===== config.mk =====
export PLATFORM = sky130hd
export DESIGN_NAME = ring_buffer_region_lock_manager
export DESIGN_NICKNAME = d
export VERILOG_FILES = /design/src/hw/rtl/rblm_pkg.sv /design/src/hw/rtl/rblm_div.sv /design/src/hw/rtl/rblm_front.sv /design/src/hw/rtl/rblm_queue.sv /design/src/hw/rtl/rblm_back.sv /design/src/hw/rtl/ring_buffer_region_lock_manager.sv
export VERILOG_INCLUDE_DIRS = /design/src /design/src/hw/rtl
export SDC_FILE = /design/constraint.sdc
export NUM_CORES = 2
export LEC_CHECK = 0
export BUFFER_PORTS_ARGS = -buffer_cell sky130_fd_sc_hd__buf_2
export CAP_MARGIN = 20
export CORE_UTILIZATION = 57
export DETAILED_ROUTE_END_ITERATION = 12
export PLACE_DENSITY = 0.76
export SETUP_SLACK_MARGIN = 0.2
export SYNTH_ARGS = -nofsm -noshare
export SYNTH_HDL_FRONTEND = slang
export SYNTH_SLANG_ARGS = --single-unit
export TNS_END_PERCENT = 5

===== constraint.sdc =====
create_clock -name clk -period 7.65 [get_ports clk]
set_input_delay 0.3825 -clock clk [delete_from_list [all_inputs] [get_ports clk]]
set_output_delay 0.3825 -clock clk [all_outputs]
set_load 0.03 [all_outputs]

===== src/hw/rtl/assert_macros.svh =====
// Assertion helper macros for the ring buffer lock manager RTL.
// No dependencies; included by files that carry concurrent checks.
`ifndef ASSERT_MACROS_SVH
`define ASSERT_MACROS_SVH
`ifndef SYNTHESIS
`define ASSERT_IMPL(lbl, clk, rst, ante, cons, msg) \
  lbl: assert property (@(posedge clk) disable iff (rst) (ante) |-> (cons)) else $error(msg);
`define ASSERT_NEXT(lbl, clk, rst, ante, cons, msg) \
  lbl: assert property (@(posedge clk) disable iff (rst) (ante) |=> (cons)) else $error(msg);
`else
`define ASSERT_IMPL(lbl, clk, rst, ante, cons, msg)
`define ASSERT_NEXT(lbl, clk, rst, ante, cons, msg)
`endif
`endif


===== src/hw/rtl/rblm_pkg.sv =====
// Shared types, codes and helpers of the ring buffer lock manager.
// No dependencies; imported by every module of the block.
package rblm_pkg;

  localparam int LOCK_SLOTS_DEF       = 8;
  localparam int MAX_BUFFER_BYTES_DEF = 65536;
  localparam int CFG_W                = 17;
  localparam logic [CFG_W-1:0] BUF_SIZE_RESET = 17'd65536;
  localparam int IN_DATA_W            = 104;
  localparam int OUT_DATA_W           = 128;
  localparam int Q_DEPTH              = 2;

  localparam logic [1:0] ACT_SET    = 2'd0;
  localparam logic [1:0] ACT_LOCK   = 2'd1;
  localparam logic [1:0] ACT_UNLOCK = 2'd2;
  localparam logic [1:0] ACT_READ   = 2'd3;

  localparam logic [1:0] ST_OK      = 2'd0;
  localparam logic [1:0] ST_INVALID = 2'd1;
  localparam logic [1:0] ST_FULL    = 2'd2;

  typedef struct packed {
    logic [1:0]  action;
    logic [31:0] p1;
    logic [31:0] p2;
    logic [31:0] cnt;
    logic        wrap;
    logic        second;
    logic        lock_bad;
  } item_t;

  // Size and position width: wide enough for the register and for the fallback size.
  function automatic int size_width(input int max_bytes);
    int w;
    w = $clog2(max_bytes + 1);
    return (w > CFG_W) ? w : CFG_W;
  endfunction

  function automatic logic [31:0] lockable(input logic [31:0] size, input logic [31:0] r,
                                           input logic [31:0] w);
    return (r < w) ? (size + r - w) : (size - r + w);
  endfunction

endpackage


===== src/hw/rtl/rblm_div.sv =====
// Bit-serial remainder unit: 32-bit dividend modulo the buffer size.
// Depends on rblm_pkg for the size width.
module rblm_div import rblm_pkg::*; #(
  parameter int MAX_BUFFER_BYTES = MAX_BUFFER_BYTES_DEF
) (
  input  logic                clk,
  input  logic                rst,
  input  logic                start,
  input  logic [31:0]         dividend,
  input  logic [size_width(MAX_BUFFER_BYTES)-1:0] divisor,
  output logic                done,
  output logic [size_width(MAX_BUFFER_BYTES)-1:0] remainder
);
  localparam int SW     = size_width(MAX_BUFFER_BYTES);
  localparam int STEPS  = 32;
  localparam int STEP_W = $clog2(STEPS);

  logic              busy;
  logic [STEP_W-1:0] step;
  logic [31:0]       num;
  logic [SW-1:0]     den;
  logic [SW:0]       shifted;

  assign shifted = {remainder, num[31]};

  always_ff @(posedge clk) begin
    if (rst) begin
      busy <= 1'b0;
      done <= 1'b0;
      step <= '0;
    end else begin
      done <= 1'b0;
      if (start) begin
        busy      <= 1'b1;
        step      <= '0;
        num       <= dividend;
        den       <= divisor;
        remainder <= '0;
      end else if (busy) begin
        // restore or subtract one bit a cycle
        if (shifted >= {1'b0, den}) begin
          remainder <= SW'(shifted - {1'b0, den});
        end else begin
          remainder <= shifted[SW-1:0];
        end
        num  <= {num[30:0], 1'b0};
        step <= step + 1'b1;
        if (step == STEP_W'(STEPS - 1)) begin
          busy <= 1'b0;
          done <= 1'b1;
        end
      end
    end
  end
endmodule


===== src/hw/rtl/rblm_front.sv =====
// Front end: unpacks incoming words and classifies them before queueing.
// Depends on rblm_pkg for item_t and action codes.
module rblm_front import rblm_pkg::*; #(
  parameter int MAX_BUFFER_BYTES = MAX_BUFFER_BYTES_DEF
) (
  input  logic [size_width(MAX_BUFFER_BYTES)-1:0] size,
  input  logic                 s_tvalid,
  output logic                 s_tready,
  input  logic [IN_DATA_W-1:0] s_tdata,
  input  logic [1:0]           s_tuser,
  input  logic                 q_full,
  output logic                 q_push,
  output item_t                q_item
);
  logic [31:0] size32;

  assign size32   = 32'(size);
  assign s_tready = !q_full;
  assign q_push   = s_tvalid && !q_full;

  always_comb begin
    q_item.action = s_tuser;
    q_item.p1     = s_tdata[31:0];
    q_item.p2     = s_tdata[63:32];
    q_item.cnt    = s_tdata[95:64];
    q_item.wrap   = s_tdata[96];
    q_item.second = s_tdata[97];
    // argument checks that need no position or table state
    q_item.lock_bad = (s_tuser == ACT_LOCK) &&
                      ((s_tdata[95:64] == 32'd0) || (s_tdata[31:0] > size32) ||
                       (s_tdata[95:64] > size32));
  end
endmodule


===== src/hw/rtl/rblm_queue.sv =====
// Two-entry queue between front and back ends.
// Depends on rblm_pkg for item_t.
module rblm_queue import rblm_pkg::*; (
  input  logic  clk,
  input  logic  rst,
  input  logic  push,
  input  item_t push_item,
  input  logic  pop,
  output logic  full,
  output logic  not_empty,
  output item_t head
);
  localparam int PTR_W = $clog2(Q_DEPTH);

  item_t            entries [Q_DEPTH];
  logic [PTR_W-1:0] wr_ptr;
  logic [PTR_W-1:0] rd_ptr;
  logic [PTR_W:0]   count;

  assign full      = (count == (PTR_W+1)'(Q_DEPTH));
  assign not_empty = (count != '0);
  assign head      = entries[rd_ptr];

  always_ff @(posedge clk) begin
    if (rst) begin
      wr_ptr <= '0;
      rd_ptr <= '0;
      count  <= '0;
    end else begin
      if (push) begin
        entries[wr_ptr] <= push_item;
        wr_ptr          <= wr_ptr + 1'b1;
      end
      if (pop) begin
        rd_ptr <= rd_ptr + 1'b1;
      end
      if (push && !pop) begin
        count <= count + 1'b1;
      end else if (pop && !push) begin
        count <= count - 1'b1;
      end
    end
  end
endmodule


===== src/hw/rtl/rblm_back.sv =====
// Back end: positions, lock table scan, read spans and the result register.
// Depends on rblm_pkg and instantiates rblm_div.
module rblm_back import rblm_pkg::*; #(
  parameter int LOCK_SLOTS       = LOCK_SLOTS_DEF,
  parameter int MAX_BUFFER_BYTES = MAX_BUFFER_BYTES_DEF
) (
  input  logic                  clk,
  input  logic                  rst,
  input  logic [size_width(MAX_BUFFER_BYTES)-1:0] size,
  input  logic                  q_valid,
  input  item_t                 q_item,
  output logic                  q_pop,
  output logic                  m_tvalid,
  input  logic                  m_tready,
  output logic [OUT_DATA_W-1:0] m_tdata,
  output logic [1:0]            m_tuser
);
  localparam int SW    = size_width(MAX_BUFFER_BYTES);
  localparam int IDX_W = (LOCK_SLOTS > 1) ? $clog2(LOCK_SLOTS) : 1;

  typedef enum logic [3:0] {
    S_IDLE, S_DIV1, S_DIV2, S_SET_FIN, S_LOCK_CHK, S_SCAN, S_LOCK_FIN,
    S_READ1, S_READ2, S_READ3
  } state_t;

  typedef struct packed {
    logic [SW-1:0] off;
    logic [SW-1:0] len;
    logic          wrapped;
  } slot_t;

  state_t            state;
  item_t             cur;
  logic [31:0]       a1, a2;
  logic [SW-1:0]     read_pos, write_pos;
  logic [LOCK_SLOTS-1:0] slot_valid;
  logic [IDX_W:0]    issue_idx;
  logic              chk_en;
  logic [IDX_W-1:0]  chk_idx;
  logic              conflict, free_found;
  logic [IDX_W-1:0]  free_idx;
  logic [SW-1:0]     wamt;
  logic [31:0]       maxb, room, cc;

  logic [1:0]  res_status;
  logic [16:0] res_off1, res_len1, res_len2, res_rp, res_wp;
  logic        res_has2;
  logic [17:0] res_total, res_lk;
  logic        out_valid;

  slot_t            slot_mem [LOCK_SLOTS];
  slot_t            rd_slot;
  logic             mem_we;
  logic [IDX_W-1:0] mem_raddr;
  slot_t            mem_wdata;

  logic              div_start, div_done;
  logic [31:0]       div_dividend;
  logic [SW-1:0]     div_rem;

  logic [31:0] size32, r32, w32, lk32, len1_rd;
  logic [SW:0] lock_end, slot_end, lock_sum;
  logic        same_start, overlap, pop_now;

  assign size32 = 32'(size);
  assign r32    = 32'(read_pos);
  assign w32    = 32'(write_pos);
  assign lk32   = lockable(size32, r32, w32);

  assign pop_now = (state == S_IDLE) && q_valid && !out_valid;
  assign q_pop   = pop_now;

  assign div_start    = (pop_now && (q_item.action == ACT_SET) && q_item.wrap) ||
                        ((state == S_DIV1) && div_done);
  assign div_dividend = (state == S_DIV1) ? cur.p2 : q_item.p1;

  rblm_div #(.MAX_BUFFER_BYTES(MAX_BUFFER_BYTES)) u_div (
    .clk      (clk),
    .rst      (rst),
    .start    (div_start),
    .dividend (div_dividend),
    .divisor  (size),
    .done     (div_done),
    .remainder(div_rem)
  );

  // slot store: one write port, one registered read port
  assign mem_raddr = issue_idx[IDX_W-1:0];
  assign mem_we    = (state == S_LOCK_FIN) && !conflict && free_found;
  assign mem_wdata = '{off: cur.p1[SW-1:0], len: cur.cnt[SW-1:0], wrapped: (wamt != '0)};

  always_ff @(posedge clk) begin
    if (mem_we) begin
      slot_mem[free_idx] <= mem_wdata;
    end
    rd_slot <= slot_mem[mem_raddr];
  end

  assign lock_sum   = {1'b0, cur.p1[SW-1:0]} + {1'b0, cur.cnt[SW-1:0]};
  assign lock_end   = lock_sum;
  assign slot_end   = {1'b0, rd_slot.off} + {1'b0, rd_slot.len};
  assign same_start = (rd_slot.off == cur.p1[SW-1:0]) && (rd_slot.wrapped == (wamt != '0));
  assign overlap    = !((slot_end <= {1'b0, cur.p1[SW-1:0]}) || (lock_end <= {1'b0, rd_slot.off}));
  assign len1_rd    = (cc < room) ? cc : room;

  always_ff @(posedge clk) begin
    if (rst) begin
      state      <= S_IDLE;
      out_valid  <= 1'b0;
      read_pos   <= '0;
      write_pos  <= '0;
      slot_valid <= '0;
      chk_en     <= 1'b0;
      issue_idx  <= '0;
    end else begin
      if (out_valid && m_tready) begin
        out_valid <= 1'b0;
      end
      unique case (state)
        S_IDLE: begin
          if (pop_now) begin
            cur        <= q_item;
            res_status <= ST_OK;
            res_off1   <= '0;
            res_len1   <= '0;
            res_has2   <= 1'b0;
            res_len2   <= '0;
            res_total  <= '0;
            res_rp     <= read_pos[16:0];
            res_wp     <= write_pos[16:0];
            res_lk     <= lk32[17:0];
            issue_idx  <= '0;
            chk_en     <= 1'b0;
            conflict   <= 1'b0;
            free_found <= 1'b0;
            free_idx   <= '0;
            unique case (q_item.action)
              ACT_SET: begin
                if (q_item.wrap) begin
                  state <= S_DIV1;
                end else begin
                  a1    <= q_item.p1;
                  a2    <= q_item.p2;
                  state <= S_SET_FIN;
                end
              end
              ACT_LOCK:   state <= S_LOCK_CHK;
              ACT_UNLOCK: state <= S_SCAN;
              default:    state <= S_READ1;
            endcase
          end
        end
        S_DIV1: begin
          if (div_done) begin
            a1    <= 32'(div_rem);
            state <= S_DIV2;
          end
        end
        S_DIV2: begin
          if (div_done) begin
            a2    <= 32'(div_rem);
            state <= S_SET_FIN;
          end
        end
        S_SET_FIN: begin
          if ((a1 > size32) || (a2 > size32)) begin
            res_status <= ST_INVALID;
          end else begin
            read_pos  <= a1[SW-1:0];
            write_pos <= a2[SW-1:0];
            res_rp    <= a1[16:0];
            res_wp    <= a2[16:0];
            res_lk    <= 18'(lockable(size32, a1, a2));
          end
          out_valid <= 1'b1;
          state     <= S_IDLE;
        end
        S_LOCK_CHK: begin
          if (cur.lock_bad || (lk32 < cur.cnt)) begin
            res_status <= ST_INVALID;
            out_valid  <= 1'b1;
            state      <= S_IDLE;
          end else begin
            wamt  <= (lock_sum > {1'b0, size}) ? SW'(lock_sum - {1'b0, size}) : '0;
            state <= S_SCAN;
          end
        end
        S_SCAN: begin
          // issue one slot read a cycle, check it the cycle after;
          // the check enable drops by itself once every slot is issued
          if (issue_idx < (IDX_W+1)'(LOCK_SLOTS)) begin
            issue_idx <= issue_idx + 1'b1;
          end
          chk_en  <= (issue_idx < (IDX_W+1)'(LOCK_SLOTS));
          chk_idx <= issue_idx[IDX_W-1:0];
          if (chk_en) begin
            if (cur.action == ACT_UNLOCK) begin
              if (slot_valid[chk_idx] && (32'(rd_slot.off) == cur.p1) &&
                  (rd_slot.wrapped == cur.second)) begin
                slot_valid[chk_idx] <= 1'b0;
                out_valid           <= 1'b1;
                state               <= S_IDLE;
              end else if (chk_idx == IDX_W'(LOCK_SLOTS - 1)) begin
                res_status <= ST_INVALID;
                out_valid  <= 1'b1;
                state      <= S_IDLE;
              end
            end else begin
              if (slot_valid[chk_idx]) begin
                if (same_start || overlap) begin
                  conflict <= 1'b1;
                end
              end else if (!free_found) begin
                free_found <= 1'b1;
                free_idx   <= chk_idx;
              end
              if (chk_idx == IDX_W'(LOCK_SLOTS - 1)) begin
                state <= S_LOCK_FIN;
              end
            end
          end
        end
        S_LOCK_FIN: begin
          if (conflict) begin
            res_status <= ST_INVALID;
          end else if (!free_found) begin
            res_status <= ST_FULL;
          end else begin
            slot_valid[free_idx] <= 1'b1;
            res_off1 <= cur.p1[16:0];
            res_len1 <= 17'(32'(cur.cnt[SW-1:0]) - 32'(wamt));
            res_has2 <= (wamt != '0);
            res_len2 <= wamt[16:0];
          end
          out_valid <= 1'b1;
          state     <= S_IDLE;
        end
        S_READ1: begin
          maxb  <= (r32 < w32) ? (w32 - r32) : (size32 + w32 - r32);
          room  <= size32 - r32;
          state <= S_READ2;
        end
        S_READ2: begin
          cc    <= (cur.cnt > maxb) ? maxb : cur.cnt;
          state <= S_READ3;
        end
        S_READ3: begin
          res_off1  <= read_pos[16:0];
          res_len1  <= len1_rd[16:0];
          res_has2  <= (len1_rd < cc);
          res_len2  <= 17'(cc - len1_rd);
          res_total <= cc[17:0];
          out_valid <= 1'b1;
          state     <= S_IDLE;
        end
        default: state <= S_IDLE;
      endcase
    end
  end

  assign m_tvalid = out_valid;
  assign m_tuser  = res_status;
  assign m_tdata  = {6'd0, res_lk, res_wp, res_rp, res_total, res_len2, res_has2,
                     res_len1, res_off1};
endmodule


===== src/hw/rtl/ring_buffer_region_lock_manager.sv =====
// Top level of the ring buffer region lock manager.
// Depends on rblm_pkg, assert_macros.svh, rblm_front, rblm_queue and rblm_back.

// Tracks the read and write positions of a circular buffer and a table of locked
// regions; the data itself lives elsewhere. Each input word (tuser = action) sets
// positions, locks, unlocks or sizes a read, and yields one result word (tuser =
// status). Words pass through a two-entry queue, so the input side keeps taking
// words, until the queue fills, while a result waits. In the back end, a set with wrap
// takes two passes of the shared bit-serial remainder unit, and lock and unlock
// scan the lock table one slot a cycle through the slot store's single read port;
// an unlock stops at its matching slot. Items run one at a time. The lock table
// starts empty out of reset through per-slot valid bits; no clearing pass.
`include "assert_macros.svh"

module ring_buffer_region_lock_manager import rblm_pkg::*; #(
  parameter int LOCK_SLOTS       = LOCK_SLOTS_DEF,
  parameter int MAX_BUFFER_BYTES = MAX_BUFFER_BYTES_DEF
) (
  input  logic                  clk,
  input  logic                  rst,
  input  logic                  cfg_we,
  input  logic [CFG_W-1:0]      cfg_wdata,  // buffer_size
  input  logic                  s_tvalid,
  output logic                  s_tready,
  // [31:0] position_first, [63:32] position_second, [95:64] byte_count,
  // [96] wrap_flag, [97] has_second_part, rest zero
  input  logic [IN_DATA_W-1:0]  s_tdata,
  input  logic [1:0]            s_tuser,    // [1:0] action
  output logic                  m_tvalid,
  input  logic                  m_tready,
  // [16:0] part1_offset, [33:17] part1_length, [34] has_part2,
  // [51:35] part2_length, [69:52] total_bytes, [86:70] read_position,
  // [103:87] write_position, [121:104] lockable_bytes, rest zero
  output logic [OUT_DATA_W-1:0] m_tdata,
  output logic [1:0]            m_tuser     // [1:0] status
);
  localparam int SW = size_width(MAX_BUFFER_BYTES);

  logic [CFG_W-1:0] buffer_size;
  logic [SW-1:0]    size_eff;
  logic             q_push, q_pop, q_full, q_valid;
  item_t            push_item, head_item;

  // Hold the size register; zero or oversize falls back to the maximum.
  always_ff @(posedge clk) begin
    if (rst) begin
      buffer_size <= BUF_SIZE_RESET;
    end else if (cfg_we) begin
      buffer_size <= cfg_wdata;
    end
  end

  assign size_eff = ((buffer_size == '0) || (32'(buffer_size) > 32'(MAX_BUFFER_BYTES))) ?
                    SW'(MAX_BUFFER_BYTES) : SW'(buffer_size);

  // Classify incoming words.
  rblm_front #(.MAX_BUFFER_BYTES(MAX_BUFFER_BYTES)) u_front (
    .size    (size_eff),
    .s_tvalid(s_tvalid),
    .s_tready(s_tready),
    .s_tdata (s_tdata),
    .s_tuser (s_tuser),
    .q_full  (q_full),
    .q_push  (q_push),
    .q_item  (push_item)
  );

  // Decouple the two sides.
  rblm_queue u_queue (
    .clk      (clk),
    .rst      (rst),
    .push     (q_push),
    .push_item(push_item),
    .pop      (q_pop),
    .full     (q_full),
    .not_empty(q_valid),
    .head     (head_item)
  );

  // Execute against positions and the lock table.
  rblm_back #(
    .LOCK_SLOTS      (LOCK_SLOTS),
    .MAX_BUFFER_BYTES(MAX_BUFFER_BYTES)
  ) u_back (
    .clk     (clk),
    .rst     (rst),
    .size    (size_eff),
    .q_valid (q_valid),
    .q_item  (head_item),
    .q_pop   (q_pop),
    .m_tvalid(m_tvalid),
    .m_tready(m_tready),
    .m_tdata (m_tdata),
    .m_tuser (m_tuser)
  );

  `ASSERT_IMPL(a_status_known, clk, rst, m_tvalid, (m_tuser == ST_OK) || (m_tuser == ST_INVALID) || (m_tuser == ST_FULL), "reserved status code")
  `ASSERT_IMPL(a_full_no_span, clk, rst, m_tvalid && (m_tuser == ST_FULL), m_tdata[69:0] == 70'd0, "full table result carries a span")
  `ASSERT_IMPL(a_no_part2_len, clk, rst, m_tvalid && !m_tdata[34], m_tdata[51:35] == 17'd0, "second length without second part")
  `ASSERT_NEXT(a_pop_empty, clk, rst, q_pop, !q_pop, "back end popped twice in a row")
endmodule

* Word-level counts from Yosys, hierarchy flattened *
Memory sizes are Yosys's and may differ from the RTL's. A register that Yosys moved wholly into a read port is not among the register bits.
Cells that the tools add are included.

storage, ports and cells
  register bits = 555
  memory bits (writable) = 482
  output and inout port bits = 132
  word-level logic and storage cells = 327
  memories kept = 2

memories
  name             words  width  rd ports  clocked after Yosys merged registers in  wr ports  line              source
  u_back.slot_mem  8      35     1         1                                        1         rblm_back.sv:51   slot_t slot_mem [LOCK_SLOTS];
  u_queue.entries  2      101    1         1                                        1         rblm_queue.sv:15  item_t entries [Q_DEPTH];

operators by class
  add/sub/neg operators = 23
  magnitude comparators = 20
  eq/ne operators = 44
  mux-type cells = 118
  bitwise logic cells = 7
  reduce and logical (&&, ||, !) cells = 71

operators with widths
  cell                              count
  two-way mux 32 bit                14
  two-way mux 17 bit                14
  case mux 17 bit (3 select lines)  3
  > comparator 32 x 17 -> 1 bit     4
  < comparator 32 bit               4
  case mux 32 bit (2 select lines)  2
  adder 17 x 17 -> 18 bit           4
  two-way mux 18 bit                4
  case mux 18 bit (2 select lines)  2
  case mux 17 bit (2 select lines)  2
  subtractor 17 bit                 4
  subtractor 32 x 17 -> 32 bit      2
  two-way mux 4 bit                 10
  two-way mux 8 bit                 5
  <= comparator 18 x 17 -> 1 bit    2
  subtractor 17 x 17 -> 18 bit      2
  adder 32 x 17 -> 32 bit           1
  equality test 17 x 32 -> 1 bit    1
  > comparator 32 bit               1
  logical NOT 32 bit                1
  two-way mux 1 bit                 30
  AND reduction 6 bit               5
  case mux 4 bit (7 select lines)   1
  two-way mux 2 bit                 12
  other kinds (62)                  153

* Longest topological paths before layout *
  depth in word-level cells = 10
  depth in mapped cells = 42
  mapped depth without buffers = 38

* Cells and area by module *
A second synthesis with hierarchy kept.

second synthesis, totals
  cell total of the unflattened synthesis = 4904
  area, all modules = 59056.6 um2

modules (own cells, without submodules)
  module                           instances  cells each  area an instance (um2)
  rblm_back                        1          3953        45139.5
  rblm_queue                       1          336         7534.7
  rblm_div                         1          311         3931.3
  rblm_front                       1          223         1677.9
  ring_buffer_region_lock_manager  1          81          773.2

* Worst setup path after synthesis *
Ideal clock, no wire load.

  path type = input port to flip-flop
  start point = input port rst
  end point = memory u_queue.entries[0][0] (netlist bit), enable pin
  library setup time = 0.684 ns
  arrival time = 7.704 ns
  data required time = 6.966 ns
  slack = -0.739 ns
  cell stages on the path = 3
  path buffers = 2
  cell sequence = clkbuf_1 -> clkbuf_1 -> nor3_1

on the way
  longest elaborated chain between the ends = 2

ends and longest elaborated chain
  element                                  line                                   source
  start: declaration                       ring_buffer_region_lock_manager.sv:20  input logic rst,
  two-way mux 1 bit                        rblm_queue.sv:25                       if (rst) begin
  two-way mux 1 bit (not written as such)  rblm_queue.sv:31                       entries[wr_ptr] <= push_item;
  end: declaration                         rblm_queue.sv:15

No other way between the ends.

* Final worst setup path *
  start point = register buffer_size[3]
  end point = register u_back.wamt[10], enable pin

on the way
  longest elaborated chain between the ends = 10

ends and longest elaborated chain
  element                                                                  line                                   source
  start: declaration                                                       ring_buffer_region_lock_manager.sv:39  logic [CFG_W-1:0] buffer_size;
  start signal: assignment                                                 ring_buffer_region_lock_manager.sv:49  buffer_size <= cfg_wdata;
  > comparator 17 bit or logical NOT 17 bit (tied branches)                ring_buffer_region_lock_manager.sv:53  assign size_eff = ((buffer_size == '0) || (32'(buffer_size) > 32'(MAX_BUFFER_BYTES))) ?
  logical OR 1 bit                                                         ring_buffer_region_lock_manager.sv:53
  two-way mux 17 bit (*)                                                   ring_buffer_region_lock_manager.sv:53
  subtractor 17 x 17 -> 18 bit or adder 17 x 17 -> 18 bit (tied branches)  rblm_pkg.sv:41                         return (r < w) ? (size + r - w) : (size - r + w);
  adder 32 x 17 -> 32 bit or subtractor 32 x 17 -> 32 bit (tied branches)  rblm_pkg.sv:41
  two-way mux 32 bit (*)                                                   rblm_pkg.sv:41
  < comparator 32 bit (*)                                                  rblm_back.sv:179                       if (cur.lock_bad || (lk32 < cur.cnt)) begin
  logical OR 1 bit (*)                                                     rblm_back.sv:179
  inverter 1 bit (no source line) (*)                                      n/a
  AND reduction 3 bit (no source line) (*)                                 n/a
  end signal: assignment                                                   rblm_back.sv:184                       wamt <= (lock_sum > {1'b0, size}) ? SW'(lock_sum - {1'b0, size}) : '0;
  end: declaration                                                         rblm_back.sv:42                        logic [SW-1:0] wamt;

Mark *: on every way between the ends. The rest lies on a longest branch, timed or not.
A chain may end at the register's enable or synchronous reset.

==> impl_results.md <==
- Grt ovf: 0
- Post-Synth Adder-Cell Area: 12.7%
- First-pass GRT wire length: 253,000 um
- HP Class: in -> reg
- Unrepaired setup endpoints after global routing: true
- Layout cell share with drive strength beyond 1: 17.3%
- DRC: 0
- Mux contribution to synthesized area: 7.89%
- Max clock buf depth: 3
- Fmax: 136 MHz
- Psw: 7.53 mW
- P_leak: 27.4 nW
- Clock power frac: 25.3%
- Startpoint types: flip-flop
- Worst-skew pair later-pin latency: 0.72 ns
- Clock Tree Root: clkbuf_16
- # Max-Cap Violations: 0
- Synthesized flop and latch total: between 1,000 and 1,500
- Die height: between 300 and 400 um
- Final Cycle Share: roughly 96%
- Status: completed
- Delay of the slowest cell on the worst path: 0.41 ns
- Pwr dens: slightly above 300 nW/um^2
- Layout area overhead: 15.6%
- Main area contributors after synthesis: edfxtp_1, ha_1, dfxtp_1
- Post-synth top area share: between 40% and 50%
- Worst EP arrival: 7.80 ns
- Layout net count: 6,122
- Final antenna-violating net count: 0
- Fill count: about 7,400
- Core area: just over 100,000 um^2
- Placed Area: about 63,000 um^2
- TritonRoute pass-1 iters: 5
- Clock skew: 0.0506 ns
- Tot GR Track Use: about 33%
- Worst Path Required: a little over 8 ns
- WS Path Type: reg -> reg
- Final instance area: 67,700 um^2
- Synthesized cell area: 58,500 um^2
- Starting Density: 57.5%
- CP max stage cell: fa_2
- Switching fraction of total power: between 30% and 40%
- Die Area: ~100,000 um^2
- Number of global-route vias before repair: between 40,000 and 50,000
- Largest family of logic cells by synthesized area: adder cells
- H-tree levels: 3
- Vias: between 40,000 and 50,000
- Sequential cell area fraction in the yosys report: a little over half
- Post-layout min period: 7.33 ns
- WL final: 172,000 um
- Clk sinks: 1,059
- Gate power share: 35.0%
- WL/cell: 24.9 um
- M1 GR Usage: a little under half
- Compound-Gate Fraction of Synth Area: between 10% and 20%
- Synth Instances: 4,880
- Vias per cell: roughly 6.1
- Global routing met3 resource utilization: 4.99%
- GRT busiest layer: met2
- Xor and xnor area share after synthesis: 3.55%
- Int Power: approximately 13 mW
- Worst VDD drop: 262 uV
- GRT met2 Usage: 51.2%
- HPWL after DPL: about 130,000 um
- Number of core rows: 117
- Mapped Avg Cell Area: 12.0 um^2
- Number of flops mapped to enable cells by yosys: ~940
- Slew Viols, Final: 0
- Top FF cell, synth: edfxtp_1
- Fraction of registers with async set/reset: 0%
- Pin count of the biggest net entering global routing: 95
- PnR Total Power: 20.7 mW
- Cell count after placement: 6,550
- Non-Filler Instances: 6,892
- Die span in x: 322 um
- I/O pin count: 260
- Simple-gate portion of the synthesized area: 9.00%
- CP max FO: 17
- Seq pwr share: 39.7%
- IO buf count: 247
- Clock slew at reported path FFs: 0.07 ns
- Total CTS buffers: 105
- Worst setup EP type: flip-flop
- Routability Congestion: 1.02
- CTS tree: yes
- Post-synth cell types: 96
- DP Worst Slack: -0.107 ns
- Synth area leader: edfxtp_1
- Yosys warns: 0
- Max_slew headroom: 25.2%
- Setup ws final: 0.321 ns
- Endpoints failing setup: 0
- Initial antenna violation count: 9
- Hold Slack: 0.0372 ns
- Tightest Pin Transition: 1.11 ns
- Final Hold Vio Count: 0
- Number of DRC markers in iteration 0: 4,663
## path summary, 6_finish.rpt
path	startpoint	end	slack [ns]	cells after the start
worst max-delay path	buffer_size[3]$_SDFFE_PP0P_	u_back.wamt[10]$_SDFFCE_PP0P_	0.32	43
worst min-delay path	cfg_wdata[1]	buffer_size[1]$_SDFFE_PP0P_	0.04	3
worst max register to register	buffer_size[3]$_SDFFE_PP0P_	u_back.wamt[10]$_SDFFCE_PP0P_	0.32	43
worst min register to register	u_back.slot_valid[5]$_SDFFE_PP0P_	u_back.slot_valid[5]$_SDFFE_PP0P_	0.49	2
## cells in the final DEF (no fill, tap or decap), types with 40 or more instances in the layout
master         instances
xnor2_1              150
nor2b_1               53
clkbuf_16            108
a21oi_1              256
mux2i_1              143
xor2_1                87
nand2_1              226
buf_2                246
nor4_1                40
o21ai_1               71
buf_4                218
dfxtp_1              109
o21a_1                70
mux4_2                70
fa_1                  45
o22ai_1               44
ha_1                 513
dlygate4sd3_1        111
nand2b_1              61
edfxtp_1             943
nor3_1                70
o21ai_0              147
mux2_2               142
nor2_1               369
nand3_1               51
inv_1                452
nand4_1               72
a21o_1               122
## metrics by stage
step / setup TNS [ns] / utilization (%)
2_1_floorplan: -2.29 / -
3_3_place_gp: 0 / 61.5
3_5_place_dp: -0.300 / 61.5
4_1_cts: 0 / 66.3
5_1_grt: -0.680 / 66.5
6_report: 0 / 66.5
## critical path, delay by kind of cell, from the launching register on
| family | cells | cell delay, ns |
|---|---|---|
| AOI/OAI and AO/OA | 17 | 2.77 |
| xor gates and xnor gates | 2 | 0.29 |
| adders and majority gates | 4 | 1.14 |
| buffers and inverters | 9 | 1.11 |
| DFF | 1 | 0.34 |
| muxes | 1 | 0.23 |
| and+or+nand+nor | 10 | 1.19 |
## state kept, by name, indices dropped and copies added (netlist names), 18 cells and up, named ones only
register and cells:
u_back.cc 32, u_back.res_lk 18, u_back.u_div.num 32, u_back.rd_slot 35
u_back.res_total 18, u_queue.entries 202, u_back.a1 32, u_back.maxb 32
u_back.slot_mem 280, u_back.cur 100, u_back.room 18, u_back.a2 32
## power groups by stage
stage / Sequential (mW) / Combinational, mW / Clock [mW]
3_5_place_dp: 8.31 / 6.96 / 0
4_1_cts: 8.20 / 7.11 / 5.26
3_3_place_gp: 8.28 / 6.86 / 0
6_report: 8.23 / 7.26 / 5.25
2_1_floorplan: 8.34 / 4.64 / 0
5_1_grt: 8.27 / 7.87 / 5.49
## what timing repair did
action,4_1_cts,5_1_grt
endpoints found under the setup margin,22,22
pin swaps,27,37
hold buffers,111,0
resized for setup,26,31
setup buffers,21,6
hold endpoints to repair,211,0
## layer usage
layer  share of wire [%]  vias up  wire length, um
met5               0.015        -               26
met1                  41    20600            71000
met2                  45     2076            77000
met3                 9.5      312            16300
li1                    -    19100                -
met4                 4.4        4             7610
## cells in the mapped netlist (all sizes together), types with 12 or more instances
cell type	count
nor4	49
o22ai	44
nor3	79
or3	23
o211ai	14
o21bai	26
buf	38
nand4	72
o31ai	16
and3	17
a31o	12
xor2	87
a21o	122
dfxtp	116
edfxtp	943
nor2b	54
o21a	70
nand2b	63
ha	518
a211oi	35
nand3	53
o21ai	223
mux4	70
a31oi	28
mux2i	143
a21boi	15
xnor2	150
fa	47
nand2	230
a2111oi	13
clkbuf	105
a21oi	270
a211o	14
mux2	143
and2	31
nor2	380
inv	454
## cell families after synthesis
| logic type | Yosys count |
|---|---|
| and+or+nand+nor | 1097 |
| DFF | 1059 |
| other | 1 |
| muxes | 356 |
| AOI/OAI and AO/OA | 967 |
| buffers and inverters | 598 |
| adders and majority gates | 565 |
| xor gates and xnor gates | 237 |
## layout make-up
cell class / count / area [um^2] / share of cell area [%]
inverters: 455 / 1710 / 2.52
diodes: 3 / 7.51 / 0.0111
well taps: 1368 / 1710 / 2.53
repair buffers: 580 / 4040 / 5.98
clock inverters: 65 / 641 / 0.947
clock buffers: 134 / 2860 / 4.23
flip-flops and latches: 1059 / 30700 / 45.3
multi-input cells: 3228 / 26000 / 38.5
Note: power is estimated with default switching activity, not from simulation.
